## config.mk

```make
export PLATFORM = sky130hd
export DESIGN_NAME = aeg_step
export DESIGN_NICKNAME = d
export VERILOG_FILES = /design/src/rtl/aeg_pkg.sv /design/src/rtl/aeg_step.sv
export SDC_FILE = /design/constraint.sdc
export NUM_CORES = 1
export LEC_CHECK = 0
export ABC_AREA = 1
export BUFFER_PORTS_ARGS = -buffer_cell sky130_fd_sc_hd__buf_4
export CORE_MARGIN = 3
export CORE_UTILIZATION = 60
export DETAILED_ROUTE_END_ITERATION = 12
export PLACE_DENSITY = 0.9
export SLEW_MARGIN = 20
export SYNTH_ARGS = -nofsm -noshare
export SYNTH_HDL_FRONTEND = slang
export SYNTH_SLANG_ARGS = --single-unit
```

## constraint.sdc

```tcl
create_clock -name vclk -period 3
set_input_delay 0.3 -clock vclk [all_inputs]
set_output_delay 0.3 -clock vclk [all_outputs]
set_load 0.02 [all_outputs]
```

## src/rtl/aeg_pkg.sv

```systemverilog
// ----------------------------------------------------------------------------
// aeg_pkg
// Types, parser phase codes and character constants of the gzip accept checker.
// ----------------------------------------------------------------------------
`timescale 1ns / 1ps
`default_nettype none

package aeg_pkg;

    typedef logic [7:0] byte_t;
    typedef logic [4:0] phase_t;

    // Parser phases.
    localparam phase_t PH_WS     = 5'd0;
    localparam phase_t PH_SKIP   = 5'd1;
    localparam phase_t PH_G1     = 5'd2;
    localparam phase_t PH_G2     = 5'd3;
    localparam phase_t PH_G3     = 5'd4;
    localparam phase_t PH_X1     = 5'd5;
    localparam phase_t PH_X2     = 5'd6;
    localparam phase_t PH_X3     = 5'd7;
    localparam phase_t PH_X4     = 5'd8;
    localparam phase_t PH_X5     = 5'd9;
    localparam phase_t PH_AFTER  = 5'd10;
    localparam phase_t PH_QWAIT  = 5'd11;
    localparam phase_t PH_EQWAIT = 5'd12;
    localparam phase_t PH_NUMWS  = 5'd13;
    localparam phase_t PH_SIGN   = 5'd14;
    localparam phase_t PH_INT    = 5'd15;
    localparam phase_t PH_FRAC   = 5'd16;

    // Characters.
    localparam byte_t CH_NUL   = 8'h00;
    localparam byte_t CH_TAB   = 8'h09;
    localparam byte_t CH_CR    = 8'h0D;
    localparam byte_t CH_SPACE = 8'h20;
    localparam byte_t CH_STAR  = 8'h2A;
    localparam byte_t CH_PLUS  = 8'h2B;
    localparam byte_t CH_COMMA = 8'h2C;
    localparam byte_t CH_MINUS = 8'h2D;
    localparam byte_t CH_DOT   = 8'h2E;
    localparam byte_t CH_ZERO  = 8'h30;
    localparam byte_t CH_NINE  = 8'h39;
    localparam byte_t CH_SEMI  = 8'h3B;
    localparam byte_t CH_EQ    = 8'h3D;
    localparam byte_t CH_G     = 8'h67;
    localparam byte_t CH_I     = 8'h69;
    localparam byte_t CH_P     = 8'h70;
    localparam byte_t CH_Q     = 8'h71;
    localparam byte_t CH_X     = 8'h78;
    localparam byte_t CH_Z     = 8'h7A;

    // Parser state carried from one word to the next.
    typedef struct packed {
        phase_t phase;
        logic   decided;
        logic   nonzero;
    } parse_state_t;

    // Decision produced by one word.
    typedef struct packed {
        logic valid;
        logic ok;
    } step_res_t;

    function automatic logic is_white(byte_t c);
        return (c == CH_SPACE) || ((c >= CH_TAB) && (c <= CH_CR));
    endfunction

    function automatic logic is_digit(byte_t c);
        return (c >= CH_ZERO) && (c <= CH_NINE);
    endfunction

    // Character expected next while matching "gzip" or "x-gzip".
    function automatic byte_t tail_char(phase_t p);
        byte_t r;
        r = CH_NUL;
        case (p)
            PH_G1:   r = CH_Z;
            PH_G2:   r = CH_I;
            PH_G3:   r = CH_P;
            PH_X1:   r = CH_MINUS;
            PH_X2:   r = CH_G;
            PH_X3:   r = CH_Z;
            PH_X4:   r = CH_I;
            PH_X5:   r = CH_P;
            default: r = CH_NUL;
        endcase
        return r;
    endfunction

    // Decision when the value ends in the given phase.
    function automatic logic end_decision(phase_t p, logic nz);
        logic r;
        r = 1'b0;
        if (p == PH_AFTER)
        begin
            r = 1'b1;
        end
        else if ((p >= PH_NUMWS) && (p <= PH_FRAC))
        begin
            r = nz;
        end
        return r;
    endfunction

endpackage

`default_nettype wire

```

## src/rtl/aeg_step.sv

```systemverilog
// ----------------------------------------------------------------------------
// aeg_step
// Next parser state and decision for one header character.
// ----------------------------------------------------------------------------
`timescale 1ns / 1ps
`default_nettype none

module aeg_step (
    input  wire aeg_pkg::parse_state_t cur,
    input  wire aeg_pkg::byte_t        header_byte,
    input  wire                        last_byte,
    input  wire                        header_absent,
    output aeg_pkg::parse_state_t      nxt,
    output aeg_pkg::step_res_t         res
);
    import aeg_pkg::*;

    typedef struct packed {
        phase_t phase;
        logic   nonzero;
        logic   dvalid;
        logic   dval;
    } cons_t;

    function automatic cons_t consume(phase_t p, logic nz, byte_t c);
        cons_t r;
        logic  white;
        logic  dig;
        logic  comma;
        r.phase   = p;
        r.nonzero = nz;
        r.dvalid  = 1'b0;
        r.dval    = 1'b0;
        white     = is_white(c);
        dig       = is_digit(c);
        comma     = (c == CH_COMMA);
        unique case (p) inside
            PH_WS:
            begin
                if (!white)
                begin
                    if (c == CH_STAR)
                        r.phase = PH_AFTER;
                    else if (c == CH_G)
                        r.phase = PH_G1;
                    else if (c == CH_X)
                        r.phase = PH_X1;
                    else if (comma)
                        r.phase = PH_WS;
                    else
                        r.phase = PH_SKIP;
                end
            end
            PH_G1, PH_G2, PH_G3, PH_X1, PH_X2, PH_X3, PH_X4, PH_X5:
            begin
                if (c == tail_char(p))
                    r.phase = ((p == PH_G3) || (p == PH_X5)) ? PH_AFTER : phase_t'(p + 5'd1);
                else
                    r.phase = comma ? PH_WS : PH_SKIP;
            end
            PH_AFTER:
            begin
                if (!white)
                begin
                    if (comma)
                    begin
                        r.dvalid = 1'b1;
                        r.dval   = 1'b1;
                    end
                    else
                    begin
                        r.phase = (c == CH_SEMI) ? PH_QWAIT : PH_SKIP;
                    end
                end
            end
            PH_QWAIT, PH_EQWAIT:
            begin
                if (!white)
                begin
                    if (c != ((p == PH_QWAIT) ? CH_Q : CH_EQ))
                        r.dvalid = 1'b1;
                    else
                        r.phase = (p == PH_QWAIT) ? PH_EQWAIT : PH_NUMWS;
                end
            end
            PH_NUMWS, PH_SIGN, PH_INT, PH_FRAC:
            begin
                if ((p == PH_NUMWS) && white)
                begin
                    r.phase = p;
                end
                else if ((p == PH_NUMWS) && ((c == CH_PLUS) || (c == CH_MINUS)))
                begin
                    r.phase = PH_SIGN;
                end
                else if (dig)
                begin
                    r.nonzero = nz | (c != CH_ZERO);
                    r.phase   = (p == PH_FRAC) ? PH_FRAC : PH_INT;
                end
                else if ((c == CH_DOT) && (p != PH_FRAC))
                begin
                    r.phase = PH_FRAC;
                end
                else
                begin
                    r.dvalid = 1'b1;
                    r.dval   = nz;
                end
            end
            default:
            begin
                r.phase = comma ? PH_WS : PH_SKIP;
            end
        endcase
        return r;
    endfunction

    cons_t c_res;

    always_comb
    begin
        c_res       = consume(cur.phase, cur.nonzero, header_byte);
        nxt         = cur;
        res.valid   = 1'b0;
        res.ok      = 1'b0;
        if (header_absent)
        begin
            res.valid   = 1'b1;
            res.ok      = 1'b1;
            nxt.phase   = PH_WS;
            nxt.decided = 1'b0;
            nxt.nonzero = 1'b0;
        end
        else
        begin
            if (!cur.decided)
            begin
                // A zero byte ends the value without being parsed.
                if (header_byte == CH_NUL)
                begin
                    res.valid = 1'b1;
                    res.ok    = end_decision(cur.phase, cur.nonzero);
                end
                else
                begin
                    nxt.phase   = c_res.phase;
                    nxt.nonzero = c_res.nonzero;
                    if (c_res.dvalid)
                    begin
                        res.valid = 1'b1;
                        res.ok    = c_res.dval;
                    end
                    else if (last_byte)
                    begin
                        res.valid = 1'b1;
                        res.ok    = end_decision(c_res.phase, c_res.nonzero);
                    end
                end
                nxt.decided = res.valid;
            end
            if (last_byte)
            begin
                nxt.phase   = PH_WS;
                nxt.decided = 1'b0;
                nxt.nonzero = 1'b0;
            end
        end
    end

endmodule

`default_nettype wire

```

==> results.sh <==
export IMPL_synth_top_family_by_area="simple AND/OR/NAND/NOR gates"
export IMPL_grt_max_degree=14
export IMPL_p_per_area_nw_per_um2=126
export IMPL_tightest_slew_ns=0.494
export IMPL_synth_top_cells_by_area="nand2_1, nor2_1, nand3_1"
export IMPL_leakage_nw=0.971
export IMPL_start_util_pct=67.6
export IMPL_min_period_ns=2.70
export IMPL_postCtsSetupRepairBufs=0
export IMPL_finalSetupViolCount=0
export IMPL_p_total_mw=0.208
export IMPL_postPlaceCellArea_um2=1650
export IMPL_dp_final_hpwl_um=3940
export IMPL_hold_path_class="in -> out"
export IMPL_nFlopsAndLatches=0
export IMPL_drive_above_1_share_pct=12.0
export IMPL_yosys_mux_area_fraction_pct=0
export IMPL_drt_iter0_drc=149
export IMPL_whs_ns=0.918
export IMPL_antenna_found_initial=0
export IMPL_gr_usage_all_layers_pct=34.8
export IMPL_dr_pass1_iters=5
export IMPL_synth_most_common_cell="nand2_1"
export IMPL_drcViolationCount=0
export IMPL_nets=365
export IMPL_syn_nets=338
export IMPL_core_area_um2=2100
export IMPL_die_x_um=54.7
export IMPL_irDropWorstVdd_mv=0.105
export IMPL_synth_area_um2=1420
export IMPL_synth_xor_area_share_pct=0
export IMPL_synth_adder_area_share_pct=4.41
export IMPL_setup_tns_final_ns=0
export IMPL_io_pins=26
export IMPL_worstPathArrival_ns=2.40
export IMPL_num_vias=2018
export IMPL_period_share_pct=90.1
export IMPL_crit_required_ns=2.70
export IMPL_drtAntennaViolNets=0
export IMPL_die_area_um2=2990
export IMPL_final_area_um2=1650
export IMPL_drt_wl_total_um=4790
export IMPL_worstHoldPathCells=4
export IMPL_synth_common_cells="nand2_1, nor2_1, inv_1"
export IMPL_seq_area_um2=0
export IMPL_die_h_um=54.7
export IMPL_avgSynthCellArea_um2=4.49
export IMPL_synth_largest_area_cell="nand2_1"
export IMPL_grt_first_pass_wirelength_um=7760
export IMPL_wl_per_cell_um=13.0
export IMPL_end_kind="output port"
export IMPL_overflow=0
export IMPL_viasPerCell=5.48
export IMPL_synth_cells=316
export IMPL_portBuffers=26
export IMPL_synth_seq_area_share_pct=0
export IMPL_synth_distinct_cells=30
export IMPL_worstPathMaxFanout=9
export IMPL_place_congestion=1.01
export IMPL_yosys_area_share_simple_pct=67.5
export IMPL_slew_violations=0
export IMPL_grt_pass1_vias=1740
export IMPL_hold_viol=0
export IMPL_rows=16
export IMPL_synth_compound_area_share_pct=14.1
export IMPL_synth_top_cell_area_share_pct=30.4
export IMPL_area_growth_pct=16.4
export IMPL_maxCapViolCount=0
export IMPL_nClkBuffers=0
export IMPL_antennaDiodeCount=0
export IMPL_worstSetupPathType="in -> out"
export IMPL_clock_fmax_mhz=370
export IMPL_start_kind="input pin"
export IMPL_synth_warnings=0
export IMPL_status="complete, no violations"
export IMPL_relSlewSlack_pct=67.0
report_power, final:
group / total (mW) / internal [mW] / switching (mW)
logic: 0.208 / 0.0735 / 0.135
registers: 0 / 0 / 0
clock network: 0 / 0 / 0
total: 0.208 / 0.0735 / 0.135
placed cells by master, fill, tap and decap left out, drive strengths merged:
cell type  instances
a211o              1
a21oi             10
a22o               1
a31oi              1
a41oi              1
and2               1
buf               30
clkinv             1
ha                 5
inv               43
nand2            117
nand3             37
nand4             10
nor2              58
nor3               3
nor4               1
o211ai             1
o21ai             15
o21bai             2
o311ai             1
o31ai              1
or2                1
critical path, stage by stage:
cell and delay [ns]:
buf_4 0.12, clkinv_1 0.09, buf_4 0.18, ha_1 0.24, inv_1 0.07, nand2_1 0.08, nand3_1 0.10, nand2_1 0.05
nand2_1 0.06, nand2_1 0.06, nor2_2 0.20, nand4_1 0.16, and2_1 0.20, nand2_1 0.07, a21oi_1 0.06, o21bai_1 0.13
nand2_1 0.06, nand2_1 0.06, buf_4 0.13
area by class of cell:
cell class / instances / area, um^2
multi-input cells: 267 / 1230
fillers: 190 / 449
repair buffers: 30 / 225
inverters: 44 / 165
well taps: 27 / 33.8
per-stage QoR:
stage	cells	worst slack (ns)	utilization, %
finish	368	0.298	78.6
global route	368	-0.00717	78.6
CTS	368	0.240	78.3
detailed placement	368	0.258	78.3
global placement	368	0.270	78.3
floorplan	316	0.583	-
layer usage:
metal / part of all wire [%] / global-route usage, %
met1: 43 / 47.6
met2: 47 / 61.8
met3: 8.6 / 0.272
met5: 0 / 0
met4: 1.0 / 4.56
cells by family (layout without fill, tap and decap cells):
| family | count (synthesis) | after routing |
|---|---|---|
| fa+ha+maj | 5 | 5 |
| simple gates | 228 | 228 |
| buf+inv | 49 | 74 |
| compound gates | 34 | 34 |
timing repair:
item / 4_1_cts / 5_1_grt
setup endpoints to repair: 0 / 1
endpoints found under the hold margin: 0 / 0
resized for setup: 0 / 2
hold buffers: 0 / 0
final timing paths:
| check | startpoint | endpoint | slack, ns |
|---|---|---|---|
| min | header_absent | res[0] | 0.92 |
| max | cur[2] | res[0] | 0.30 |
Power figures use the tool's default switching activity.
